`config.mk`:
```
export PLATFORM = sky130hd
export DESIGN_NAME = pidrl_mul
export DESIGN_NICKNAME = d
export VERILOG_FILES = /design/src/rtl/pidrl_pkg.sv /design/src/rtl/pidrl_mul.sv
export SDC_FILE = /design/constraint.sdc
export NUM_CORES = 2
export LEC_CHECK = 0
export ABC_AREA = 1
export BUFFER_PORTS_ARGS = -buffer_cell sky130_fd_sc_hd__buf_2
export CORE_MARGIN = 2
export CORE_UTILIZATION = 40
export DETAILED_ROUTE_END_ITERATION = 6
export PLACE_DENSITY = 0.62
export SYNTH_ARGS = -nofsm -noshare
export SYNTH_HDL_FRONTEND = slang
export SYNTH_SLANG_ARGS = --single-unit
```
`constraint.sdc`:
```
create_clock -name aclk -period 7.4 [get_ports aclk]
set_input_delay 0.37 -clock aclk [delete_from_list [all_inputs] [get_ports aclk]]
set_output_delay 0.37 -clock aclk [all_outputs]
set_load 0.05 [all_outputs]
```
`src/rtl/pidrl_pkg.sv`:
```
package pidrl_pkg;

    localparam int unsigned DATA_W    = 32;
    localparam int unsigned GAIN_W    = 31;
    localparam int unsigned CFG_IDX_W = 3;

    typedef enum logic [CFG_IDX_W-1:0] {
        REG_GAIN_P    = 3'd0,
        REG_GAIN_I    = 3'd1,
        REG_GAIN_D    = 3'd2,
        REG_OUT_LIMIT = 3'd3,
        REG_RAMP_RATE = 3'd4
    } cfg_reg_t;

    localparam logic [GAIN_W-1:0] RST_GAIN_P    = 31'd1966;
    localparam logic [GAIN_W-1:0] RST_GAIN_I    = 31'd65536;
    localparam logic [GAIN_W-1:0] RST_GAIN_D    = 31'd0;
    localparam logic [GAIN_W-1:0] RST_OUT_LIMIT = 31'd262144;
    localparam logic [GAIN_W-1:0] RST_RAMP_RATE = 31'd6553600;

    localparam int unsigned DT_W = 19;
    localparam logic [DATA_W-1:0] DT_MAX_US     = 32'd500000;
    localparam logic [DT_W-1:0]   DT_DEFAULT_US = 19'd1000;
    localparam logic [DATA_W-1:0] US_PER_S      = 32'd1000000;

    localparam int unsigned DIV_NUM_W = 52;
    localparam int unsigned DIV_DEN_W = 20;
    localparam int unsigned DIV_STEPS = DIV_NUM_W / 2;
    localparam int unsigned DIV_CNT_W = $clog2(DIV_STEPS);

    // Saturates a 34-bit signed value to the 32-bit signed range.
    function automatic logic signed [DATA_W-1:0] sat34(input logic signed [33:0] v);
        logic signed [DATA_W-1:0] r;
        if (v > 34'sh0_7FFF_FFFF) begin
            r = 32'sh7FFF_FFFF;
        end else if (v < 34'sh3_8000_0000) begin
            r = 32'sh8000_0000;
        end else begin
            r = v[DATA_W-1:0];
        end
        return r;
    endfunction

    // Clamps a 34-bit signed value to plus or minus a 31-bit limit.
    function automatic logic signed [DATA_W-1:0] clamp34(input logic signed [33:0] v,
                                                         input logic [GAIN_W-1:0] lim);
        logic signed [33:0] pos;
        logic signed [33:0] r;
        pos = signed'({3'b000, lim});
        if (v > pos) begin
            r = pos;
        end else if (v < -pos) begin
            r = -pos;
        end else begin
            r = v;
        end
        return r[DATA_W-1:0];
    endfunction

    // Divides a Q16.16 product by 65536 toward zero and saturates to 32 bits.
    function automatic logic signed [DATA_W-1:0] q16_sat(input logic signed [63:0] prod);
        logic signed [63:0] adj;
        logic signed [47:0] q;
        logic signed [DATA_W-1:0] r;
        adj = prod[63] ? prod + 64'sd65535 : prod;
        q   = adj[63:16];
        if (q > 48'sh0000_7FFF_FFFF) begin
            r = 32'sh7FFF_FFFF;
        end else if (q < 48'shFFFF_8000_0000) begin
            r = 32'sh8000_0000;
        end else begin
            r = q[DATA_W-1:0];
        end
        return r;
    endfunction

endpackage

```
`src/rtl/pidrl_mul.sv`:
```
module pidrl_mul (
    input  logic        aclk,
    input  logic        en,
    input  logic signed [pidrl_pkg::DATA_W-1:0] a,
    input  logic signed [pidrl_pkg::DATA_W-1:0] b,
    output logic signed [2*pidrl_pkg::DATA_W-1:0] prod_reg
);
    import pidrl_pkg::*;

    always_ff @(posedge aclk) begin
        if (en) begin
            prod_reg <= a * b;
        end
    end

endmodule

```
# [After elaboration in Yosys (flattened, before gate mapping)]
# Index checks and enable logic that the tools add are counted.
[word_totals] out_inout_bits=64 ff_bits=64
[op_classes] mul=1
[ops] operator="$mul A32 B32 Y64" count=1

# [Longest topological paths before layout]
[depth] ltp_word=1 ltp_mapped=31

# [Worst setup path before layout]
# Ideal clock, no wire load.
[synth_path] kind="input-to-reg" start="input a[31] (netlist bit)" end="register prod_reg[59] (netlist bit), data pin" required_time_ns=7.147 n_path_buf=1 path_stages=27 path_slack_ns=0.245 t_arrival_ns=6.902 path_cell_list="clkbuf_1 > nand2_1 > inv_1 > fa_1 > inv_1 > fa_1 > inv_1 > fa_1 > fa_1 > inv_1 > fa_1 > inv_1 > fa_1 > inv_1 > fa_1 > fa_1 > inv_1 > ha_1 > nand2_2 > nor2_1 > inv_1 > nor2_1 > nand2_1 > nor3_1 > nand2_1 > nand4_1 > nand2_1"
[synth_between] elab_chain_len=1
[synth_lines] element="from (decl)" line="pidrl_mul.sv:4" rtl="input logic signed [pidrl_pkg::DATA_W-1:0] a,"
[synth_lines] element="$mul A32 B32 Y64" line="pidrl_mul.sv:12" rtl="prod_reg <= a * b;"
[synth_lines] element="to (signal assigned)" line="pidrl_mul.sv:12"
[synth_lines] element="to (decl)" line="pidrl_mul.sv:6" rtl="output logic signed [2*pidrl_pkg::DATA_W-1:0] prod_reg"
# Every way passes these cells.
# A chain may end at the register's enable or synchronous reset.

# [Worst setup path after layout]
[layout_path] start="input a[31] (netlist bit)" end="register prod_reg[54] (netlist bit), data pin"
# The elaborated chain is that of the path after synthesis.

==> qor.txt <==
Longest Clk Path Bufs -> 2
Post-CTS Hold Fix Bufs -> 0
CP Capture Type -> register
die area -> 105000 um^2
DRC Markers -> 0
min Tclk post-route -> 7.10 ns
Worst Tran Pin Value -> 0.854 ns
hpwl dp -> 101 mm
ys async rst share -> 0%
I/O Pins -> 130
Clk pin slew, worst setup/hold paths -> 0.06 ns
Slew Viols, Final -> 0
critical path class -> in -> reg
ys flop type -> edfxtp_1
TritonCTS Buffers -> 9
maxcap violations -> 0
total core area -> 102000 um^2
Initial Util -> 40.2%
layout cells sized above 1 -> 8.08%
routability cong. -> 0.961
clock net sink count -> 64
initial antenna violation count -> 1
Rel. slew slack -> 43.0%
setup violators final -> 0
critical path peak fanout -> 16
Syn Nets -> 6456
Final Hold Vio Count -> 0
DR WL/cell -> 17.0 um
die height -> 324 um
die width -> 324 um
Synth Cell Area -> 40800 um^2
first-pass GRT wire length -> 187 mm
RSZ-0062 raised after global routing -> no
Mean Syn Cell Area -> 7.97 um^2
Via Count -> 30900
setup_tns -> 0 ns
# diodes -> 0
Yosys reg bits -> 64
CTS tree -> built
total gr overflow -> 0
Worst EP arrival -> 7.18 ns
fin nets -> 6598
fin crit share -> 96.0%
FMAX -> 0.141 GHz
clk root buf -> clkbuf_16
Netlist cell types -> 27
Fill cells -> 10200
share of the synthesized area in the top cell type -> 53.0%
worst hold path type -> in -> reg
top-count cell post-synth -> inv_1
number of global-route vias before repair -> 34400
post-synth top area cell -> fa_1
top cells by area, synth -> fa_1 53%, inv_1 16%, nand2_1 14%
DRT iter0 DRCs -> 1829
Rows -> 117
startpoint class of the critical path -> input port
Port Buffers -> 129
routed wire length -> 113 mm
CTS H-tree depth -> 3
required time of the critical path -> 7.47 ns
Largest register FFs -> 64
pin count of the biggest net entering global routing -> 65
Layout area overhead -> 9.25%
gr usage total -> 22.9%
Post-synth EDFFs -> 64
Routed Antenna Nets -> 0
vias per cell -> 4.66
Mapped Cells -> 5124
outcome -> finished clean
most frequent cells after synthesis -> 1692 x inv_1, 1504 x nand2_1, 1082 x fa_1
drt pass-1 iters -> 5
YS warnings -> 0
sequential area share after synthesis -> 4.71%
## path summary, 6_finish.rpt
kind / slack [ns] / depth (start not counted) / to / from
max: 0.30 / 28 / prod_reg[54]$_DFFE_PP_ / a[31]
min: 0.77 / 4 / prod_reg[0]$_DFFE_PP_ / b[0]
## timing repair
action	CTS	global route
setup buffers	0	11
setup endpoints to repair	0	10
resized for setup	0	10
## kinds of logic (layout without fill, tap and decap cells)
| logic type | Yosys count | in the layout | synth area share, % |
|---|---|---|---|
| AO/OA/AOI/OAI | 95 | 95 | 1.24 |
| buffers and inverters | 1892 | 2039 | 17.4 |
| AND/OR/NAND/NOR | 1773 | 1773 | 17.3 |
| XOR/XNOR | 34 | 34 | 0.729 |
| adder cells (fa/ha/maj) | 1266 | 1266 | 58.7 |
| flip-flops | 64 | 64 | 4.71 |
## worst max-delay path: stages
cell        delay, ns
clkbuf_4         0.23
nand2_1          0.13
inv_1            0.06
fa_1             0.55
inv_2            0.09
fa_1             0.52
inv_1            0.07
fa_1             0.49
fa_1             0.57
clkinvlp_4       0.10
buf_4            0.16
buf_4            0.13
fa_1             0.47
inv_1            0.06
fa_1             0.53
inv_1            0.05
fa_1             0.45
fa_1             0.51
inv_1            0.04
ha_1             0.33
a21oi_1          0.29
o21ai_0          0.27
inv_1            0.10
nand2_1          0.07
a21oi_1          0.17
nand3_1          0.14
nand2_1          0.10
nand2_1          0.09
## layout by cell type, fill, tap and decap left out, drive strengths merged, types with 14 or more instances in the layout
master	instances
inv	1698
nand2	1525
fa	1082
buf	319
ha	184
nor2	127
nand3	79
edfxtp	64
a21oi	63
xor2	31
o21ai	21
nor3	16
clkbuf	14
## layer usage
metal,vias up,part of all wire (%),track usage (%)
met4,0,2.8,5.97
met2,755,52,41.7
li1,14300,-,-
met1,15700,42,29.8
met5,-,0,0
met3,162,3.8,1.10
## area by class of cell
cell class / instances / area, um^2 / share of cell area [%]
tap: 1368 / 1710 / 3.84
inverter: 1700 / 6390 / 14.3
multi-input combinational: 3168 / 31800 / 71.3
sequential: 64 / 1920 / 4.31
clock inverter: 6 / 108 / 0.241
clock buffer: 10 / 229 / 0.513
timing repair buffer: 323 / 2430 / 5.46
## per-stage QoR
stage / instances / hold slack, ns / setup slack, ns / util (%) / instance area (um^2)
CTS: 6628 / 0.768 / 0.174 / 43.8 / 44500
finish: 6639 / 0.771 / 0.298 / 43.9 / 44600
global placement: 6612 / 0.909 / -0.0997 / 43.5 / 44200
detailed placement: 6612 / 0.908 / -0.173 / 43.5 / 44200
floorplan: 5124 / 0.482 / 0.245 / - / 40800
global route: 6639 / 0.792 / 0.0157 / 43.9 / 44600
Power is not shown: default switching activity piles up to over one toggle a cycle in this logic, so the estimate is an artifact.
