===== src/rtl/pidrl_pkg.sv =====
package pidrl_pkg;

    localparam int unsigned DATA_W    = 32;
    localparam int unsigned GAIN_W    = 31;
    localparam int unsigned CFG_IDX_W = 3;

    typedef enum logic [CFG_IDX_W-1:0] {
        REG_GAIN_P    = 3'd0,
        REG_GAIN_I    = 3'd1,
        REG_GAIN_D    = 3'd2,
        REG_OUT_LIMIT = 3'd3,
        REG_RAMP_RATE = 3'd4
    } cfg_reg_t;

    localparam logic [GAIN_W-1:0] RST_GAIN_P    = 31'd1966;
    localparam logic [GAIN_W-1:0] RST_GAIN_I    = 31'd65536;
    localparam logic [GAIN_W-1:0] RST_GAIN_D    = 31'd0;
    localparam logic [GAIN_W-1:0] RST_OUT_LIMIT = 31'd262144;
    localparam logic [GAIN_W-1:0] RST_RAMP_RATE = 31'd6553600;

    localparam int unsigned DT_W = 19;
    localparam logic [DATA_W-1:0] DT_MAX_US     = 32'd500000;
    localparam logic [DT_W-1:0]   DT_DEFAULT_US = 19'd1000;
    localparam logic [DATA_W-1:0] US_PER_S      = 32'd1000000;

    localparam int unsigned DIV_NUM_W = 52;
    localparam int unsigned DIV_DEN_W = 20;
    localparam int unsigned DIV_STEPS = DIV_NUM_W / 2;
    localparam int unsigned DIV_CNT_W = $clog2(DIV_STEPS);

    // Saturates a 34-bit signed value to the 32-bit signed range.
    function automatic logic signed [DATA_W-1:0] sat34(input logic signed [33:0] v);
        logic signed [DATA_W-1:0] r;
        if (v > 34'sh0_7FFF_FFFF) begin
            r = 32'sh7FFF_FFFF;
        end else if (v < 34'sh3_8000_0000) begin
            r = 32'sh8000_0000;
        end else begin
            r = v[DATA_W-1:0];
        end
        return r;
    endfunction

    // Clamps a 34-bit signed value to plus or minus a 31-bit limit.
    function automatic logic signed [DATA_W-1:0] clamp34(input logic signed [33:0] v,
                                                         input logic [GAIN_W-1:0] lim);
        logic signed [33:0] pos;
        logic signed [33:0] r;
        pos = signed'({3'b000, lim});
        if (v > pos) begin
            r = pos;
        end else if (v < -pos) begin
            r = -pos;
        end else begin
            r = v;
        end
        return r[DATA_W-1:0];
    endfunction

    // Divides a Q16.16 product by 65536 toward zero and saturates to 32 bits.
    function automatic logic signed [DATA_W-1:0] q16_sat(input logic signed [63:0] prod);
        logic signed [63:0] adj;
        logic signed [47:0] q;
        logic signed [DATA_W-1:0] r;
        adj = prod[63] ? prod + 64'sd65535 : prod;
        q   = adj[63:16];
        if (q > 48'sh0000_7FFF_FFFF) begin
            r = 32'sh7FFF_FFFF;
        end else if (q < 48'shFFFF_8000_0000) begin
            r = 32'sh8000_0000;
        end else begin
            r = q[DATA_W-1:0];
        end
        return r;
    endfunction

endpackage


===== src/rtl/pidrl_div.sv =====
module pidrl_div (
    input  logic        aclk,
    input  logic        aresetn,
    input  logic        start,
    input  logic signed [2*pidrl_pkg::DATA_W-1:0] dividend,
    input  logic [pidrl_pkg::DIV_DEN_W-1:0] divisor,
    output logic        busy_reg,
    output logic        done_reg,
    output logic signed [pidrl_pkg::DATA_W-1:0] quotient
);
    import pidrl_pkg::*;

    logic [DIV_NUM_W-1:0] num_reg;
    logic [DIV_DEN_W-1:0] rem_reg;
    logic [DIV_DEN_W-1:0] den_reg;
    logic                 neg_reg;
    logic [DIV_CNT_W-1:0] cnt_reg;

    logic [2*DATA_W-1:0]  mag;
    logic [DIV_DEN_W:0]   rem_w;
    logic [DIV_NUM_W-1:0] num_w;
    logic [DIV_NUM_W-1:0] neg_q;

    assign mag = dividend[2*DATA_W-1] ? 64'(-dividend) : 64'(dividend);

    // Two restoring steps per cycle.
    always_comb begin
        rem_w = {1'b0, rem_reg};
        num_w = num_reg;
        for (int i = 0; i < 2; i++) begin
            rem_w = {rem_w[DIV_DEN_W-1:0], num_w[DIV_NUM_W-1]};
            num_w = {num_w[DIV_NUM_W-2:0], 1'b0};
            if (rem_w >= {1'b0, den_reg}) begin
                rem_w    = rem_w - {1'b0, den_reg};
                num_w[0] = 1'b1;
            end
        end
    end

    assign neg_q = -num_reg;

    always_comb begin
        if (!neg_reg) begin
            quotient = (num_reg > 52'h0_0000_7FFF_FFFF) ? 32'sh7FFF_FFFF
                                                        : signed'(num_reg[DATA_W-1:0]);
        end else begin
            quotient = (num_reg > 52'h0_0000_8000_0000) ? 32'sh8000_0000
                                                        : signed'(neg_q[DATA_W-1:0]);
        end
    end

    always_ff @(posedge aclk) begin
        if (!aresetn) begin
            busy_reg <= 1'b0;
            done_reg <= 1'b0;
            cnt_reg  <= '0;
        end else begin
            done_reg <= 1'b0;
            if (start) begin
                busy_reg <= 1'b1;
                cnt_reg  <= DIV_CNT_W'(DIV_STEPS - 1);
            end else if (busy_reg) begin
                if (cnt_reg == '0) begin
                    busy_reg <= 1'b0;
                    done_reg <= 1'b1;
                end else begin
                    cnt_reg <= cnt_reg - 1'b1;
                end
            end
        end
    end

    always_ff @(posedge aclk) begin
        if (start) begin
            num_reg <= mag[DIV_NUM_W-1:0];
            rem_reg <= '0;
            den_reg <= divisor;
            neg_reg <= dividend[2*DATA_W-1];
        end else if (busy_reg) begin
            num_reg <= num_w;
            rem_reg <= rem_w[DIV_DEN_W-1:0];
        end
    end

endmodule


===== config.mk =====
export PLATFORM = sky130hd
export DESIGN_NAME = pidrl_div
export DESIGN_NICKNAME = d
export VERILOG_FILES = /design/src/rtl/pidrl_pkg.sv /design/src/rtl/pidrl_div.sv
export SDC_FILE = /design/constraint.sdc
export NUM_CORES = 1
export LEC_CHECK = 0
export BUFFER_PORTS_ARGS = -buffer_cell sky130_fd_sc_hd__buf_2
export CAP_MARGIN = 5
export CELL_PAD_IN_SITES_DETAIL_PLACEMENT = 1
export CELL_PAD_IN_SITES_GLOBAL_PLACEMENT = 1
export CORE_AREA = 2 2 141 143
export CTS_BUF_LIST = sky130_fd_sc_hd__clkbuf_4 sky130_fd_sc_hd__clkbuf_8 sky130_fd_sc_hd__clkbuf_16
export DETAILED_ROUTE_END_ITERATION = 10
export DIE_AREA = 0 0 143 145
export PLACE_DENSITY_LB_ADDON = 0.1
export SETUP_SLACK_MARGIN = 0.05
export SYNTH_ARGS = -nofsm -noshare
export SYNTH_HDL_FRONTEND = slang
export SYNTH_SLANG_ARGS = --single-unit

===== constraint.sdc =====
create_clock -name aclk -period 6.35 [get_ports aclk]
set_input_delay 0.635 -clock aclk [delete_from_list [all_inputs] [get_ports aclk]]
set_output_delay 0.635 -clock aclk [all_outputs]
set_load 0.05 [all_outputs]

* Yosys cells after proc, flatten, opt, wreduce, memory -nomap -nowiden *
Cells that the tools add are included.

storage, ports and cells
  register bits after elaboration = 100
  input port bits = 87

cells by class
  add/sub/neg operators = 5
  magnitude comparators = 4
  equality and inequality tests = 1
  muxes and demuxes = 17
  bitwise operators = 3
  reductions and logical operators = 6

operators by type and width
  operator              number
  $mux 52               3
  $mux 32               3
  $gt 52x31->1 const B  1
  $gt 52x32->1 const B  1
  $neg 52->52           1
  $ge 21x20->1          2
  $mux 20               2
  $sub 20x20->20        2
  $neg 32->32           1
  $mux 5                3
  $mux 1                6
  $logic_not 5->1       1
  $sub 5x1->5 const B   1
  $reduce_and 2->1      2
  $not 1->1             3
  $reduce_or 3->1       1
  $ne 2x2->1 const B    1
  $reduce_bool 2->1     1
  $reduce_or 2->1       1

* Depth between registers and ports, before layout *
  depth after elaboration = 6
  depth in mapped cells = 23
  mapped depth without buffers = 21

* Worst setup path before layout *
No wires, ideal clock.

  kind = flip-flop to flip-flop
  from = reg den_reg[12]
  to = reg rem_reg[10]
  setup time = 0.137 ns
  arrival = 5.019 ns
  required time = 6.213 ns
  slack = 1.193 ns
  stages on the path, launching flop included = 22
  path buffers = 4
  period minus slack after synthesis = 5.157 ns
  path through = edfxtp_1 > inv_1 > ha_1 > clkbuf_1 > nand4_1 > or4_1 > a211o_1 > nand3_1 > buf_1 > clkbuf_1 > a21oi_1 > ha_1 > nor2b_1 > o31a_1 > o41ai_1 > o21ba_2 > o31a_1 > a21oi_1 > a221oi_2 > buf_2 > mux2i_1 > a211oi_1

between the ends
  word-level cells in the longest chain between the ends = 4
  elaborated cells between the ends (all ways) = 6

RTL lines
  item                                            RTL line                          source
  start, declared                                 pidrl_div.sv:15                   logic [DIV_DEN_W-1:0] den_reg;
  start signal, assigned                          pidrl_div.sv:77                   den_reg <= divisor;
  $ge 21x20->1 or $sub 20x20->20 (tied branches)  pidrl_div.sv:33, pidrl_div.sv:34
  $mux 20                                         pidrl_div.sv:33                   if (rem_w >= {1'b0, den_reg}) begin
  $sub 20x20->20 or $ge 21x20->1 (tied branches)  pidrl_div.sv:34, pidrl_div.sv:33
  $mux 20 (*)                                     pidrl_div.sv:33
  end signal, assigned                            pidrl_div.sv:81                   rem_reg <= rem_w[DIV_DEN_W-1:0];
  end, declared                                   pidrl_div.sv:14                   logic [DIV_DEN_W-1:0] rem_reg;

Mark *: on every way between the ends. The rest lies on a longest branch, timed or not.
A chain may end at the register's enable or synchronous reset.

* Final worst setup path *
  from = reg den_reg[16]
  to = reg rem_reg[15]

Same word-level chain as after synthesis.

==> flow_metrics.env <==
export IMPL_run_status="completed"
export IMPL_setup_violations=0
export IMPL_core_region_area_sq_um=19200
export IMPL_share_of_cells_above_drive_strength_1_pct=15.3
export IMPL_asyncSetResetFlopFracSynth_pct=0
export IMPL_max_cap_violations=0
export IMPL_first_global_vias=7722
export IMPL_worst_slew_margin_rel_pct=30.3
export IMPL_final_nets=1202
export IMPL_clock_sink_count=100
export IMPL_vias=7725
export IMPL_post_cts_resize_count=0
export IMPL_holdBufCountCts=0
export IMPL_largest_reg_flops=52
export IMPL_synth_fp_nets=1121
export IMPL_synthCells=988
export IMPL_post_layout_total_power_mw=2.91
export IMPL_timing_setup_critical_path_class="reg -> reg"
export IMPL_largest_net_degree_at_the_start_of_global_routing=90
export IMPL_worstPathRequired_ns=6.60
export IMPL_critical_path_slowest_stage_cell="or4_1"
export IMPL_timing_critical_path_to_type="register"
export IMPL_drt_total_wl_um=23600
export IMPL_vdd_ir_drop_worst_mv=0.133
export IMPL_synth_edff_count=73
export IMPL_synth_top_cell_area_share_pct=26.4
export IMPL_globalRoute_totalOverflow=0
export IMPL_crit_path_cell_trace="inv_1, ha_1, a21o_1, a21oi_1, or4_1, a211o_1, nand3_1, buf_4, nor2_1, a21oi_1, ha_1, nor2b_1, o31a_1, o41ai_1, o21ba_2, o31a_1, a21oi_1, a221oi_4, buf_4, nand2_1, a311oi_1"
export IMPL_seqCellArea_sq_um=2730
export IMPL_antenna_violating_nets_post_route=0
export IMPL_groute_usage_overall_pct=23.0
export IMPL_area_of_all_placed_cells_without_fillers_sq_um=9400
export IMPL_cts_tree="done"
export IMPL_htreeDepth=3
export IMPL_dieArea_sq_um=20700
export IMPL_grt_setup_unrepaired="false"
export IMPL_port_buffer_count=109
export IMPL_area_growth_synth_to_final_pct=13.2
export IMPL_yosys_area_top_type="edfxtp_1"
export IMPL_finalSetupTns_ns=0
export IMPL_first_pass_grt_wire_length_um=38800
export IMPL_critical_path_top_delay_family="compound AO/OA/AOI/OAI gates"
export IMPL_synthDistinctLibCells=67
export IMPL_synth_top_flop_cell="edfxtp_1"
export IMPL_hpwl_um=17800
export IMPL_period_share_pct=90.5
export IMPL_report_final_slew_viol_count=0
export IMPL_maxClockFrequency_mhz=174
export IMPL_worstSetupStartpointType="register"
export IMPL_io_pins=121
export IMPL_die_h_um=145
export IMPL_die_w_um=143
export IMPL_cts_repair_timing_setup_buffer_count=0
export IMPL_clock_skew_final_ns=0.00861
export IMPL_drt_first_pass_iters=4
export IMPL_vias_per_std_cell=5.77
export IMPL_classification_of_the_worst_slack_hold_path="in -> reg"
export IMPL_root_buffer="clkbuf_16"
export IMPL_syn_area_sq_um=8300
export IMPL_route_detailed_drc=0
export IMPL_power_density_nw_per_um2=310
export IMPL_yosysWarnings=0
export IMPL_cts_max_path_buffers=2
export IMPL_critical_path_most_common_cell="a21oi_1"
export IMPL_initial_antenna_violation_count=0
export IMPL_placementRows=51
export IMPL_worst_margin_pin_slew_ns=1.05
export IMPL_hold_viol=0
export IMPL_drt_first_iter_violations=482
export IMPL_combined_buffer_and_inverter_count_along_the_critical_path=3
export IMPL_period_minus_slack_ns=5.75
export IMPL_synth_seq_area_share_pct=32.9
export IMPL_whs_ns=0.442
export IMPL_placement_cell_area_sq_um=9070
export IMPL_worst_ep_arrival_time_ns=5.99
export IMPL_worstPathMaxFanout=32
export IMPL_cp_slowest_stage_delay_ns=0.49
export IMPL_leakagePower_nw=3.80
export IMPL_detail_route_wl_per_cell_um=17.7
export IMPL_yosys_register_bits=100
export IMPL_effective_utilization_at_floorplan_pct=43.2
export IMPL_multi_input_comb_area_sq_um=5200
export IMPL_syn_area_per_cell_sq_um=8.40
export IMPL_clk_insertion_delay_late_ns=0.36
export IMPL_synth_top_cells_by_area="edfxtp_1, xor2_1, ha_1"
export IMPL_path_clk_slew_ns=0.08
export IMPL_antenna_cells=0
export IMPL_place_gp_congestion=0.806
export IMPL_tritoncts_num_buffers=9
export IMPL_fillerInstances=2372
==> kinds of logic after synthesis <==
family / count (synthesis) / share of synthesized area, %
compound gates: 300 / 23.9
xor+xnor: 84 / 8.86
fa+ha+maj: 46 / 7.12
buf+inv: 97 / 4.57
flops: 100 / 32.9
mux: 26 / 3.24
simple gates: 335 / 19.3
==> Yosys cell counts (22+ instances only) <==
cell,n
nand2_1,73
a21oi_1,96
edfxtp_1,73
xor2_1,65
dfxtp_1,27
a211oi_1,22
ha_1,44
o21ai_0,50
inv_1,47
clkbuf_1,41
nor2_1,119
nor3_1,28
==> path summary, 6_finish.rpt <==
| check | start | end | slack [ns] | cells past startpoint |
|---|---|---|---|---|
| worst min register to register | rem_reg[14]$_SDFFE_PP0P_ | rem_reg[14]$_SDFFE_PP0P_ | 0.51 | 2 |
| worst min-delay path | divisor[3] | den_reg[3]$_DFFE_PP_ | 0.44 | 1 |
| worst max register to register | den_reg[16]$_DFFE_PP_ | rem_reg[15]$_SDFFE_PP0P_ | 0.60 | 21 |
| worst max-delay path | den_reg[16]$_DFFE_PP_ | rem_reg[15]$_SDFFE_PP0P_ | 0.60 | 21 |
==> layout by cell type (no fill, tap or decap), types with 4 or more instances in the layout <==
cell type,Yosys,routed
nor2_1,119,119
buf_2,5,108
a21oi_1,96,96
nand2_1,73,73
edfxtp_1,73,73
xor2_1,65,65
o21ai_0,50,50
inv_1,47,47
ha_1,44,44
nor3_1,28,28
dfxtp_1,27,27
a211oi_1,22,22
nand3_1,21,21
o311ai_1,21,21
xnor2_1,19,19
o31ai_1,19,19
mux2i_1,19,19
o41ai_1,18,18
or3_1,14,14
or4_1,13,13
a21o_1,12,12
o21a_1,12,12
buf_4,0,11
or2_2,10,10
nor4_1,10,10
nor2b_1,9,9
nand4_1,9,9
clkbuf_16,0,9
a31oi_1,8,8
nand2b_1,8,8
mux2_2,7,7
o21bai_1,5,5
o31a_1,4,4
==> where the power goes <==
| group | total [mW] | switching [mW] | leakage (nW) | internal [mW] |
|---|---|---|---|---|
| combinational | 1.43 | 0.850 | 2.70 | 0.577 |
| sequential | 0.874 | 0.0787 | 0.938 | 0.795 |
| clock | 0.612 | 0.291 | 0.160 | 0.321 |
| total | 2.91 | 1.22 | 3.80 | 1.69 |
==> stage by stage <==
| stage | utilization (%) | worst slack, ns | std cells |
|---|---|---|---|
| 5_1_grt | 48.9 | 0.223 | 1339 |
| 4_1_cts | 48.9 | 0.644 | 1339 |
| 3_3_place_gp | 47.2 | 0.764 | 1323 |
| 2_1_floorplan | - | 1.19 | 988 |
| 3_5_place_dp | 47.2 | 0.684 | 1323 |
| 6_report | 48.9 | 0.602 | 1339 |
==> area by class of cell <==
type | instances | share of cell area [%]
sequential | 100 | 29.1
timing repair buffer | 119 | 6.63
clock buffer | 9 | 2.40
inverter | 48 | 1.93
multi-input combinational | 791 | 55.3
tap | 265 | 3.53
clock inverter | 7 | 1.09
==> metal layers <==
| metal | routed length [um] | part of all wire [%] | track usage [%] | vias to the layer above |
|---|---|---|---|---|
| li1 | - | - | - | 3836 |
| met1 | 11000 | 47 | 31.4 | 3743 |
| met2 | 11500 | 49 | 38.7 | 119 |
| met3 | 647 | 2.7 | 1.95 | 27 |
| met4 | 417 | 1.8 | 6.83 | 0 |
| met5 | 0 | 0 | 0 | - |
No activity file was read; power rests on OpenSTA's default activity.
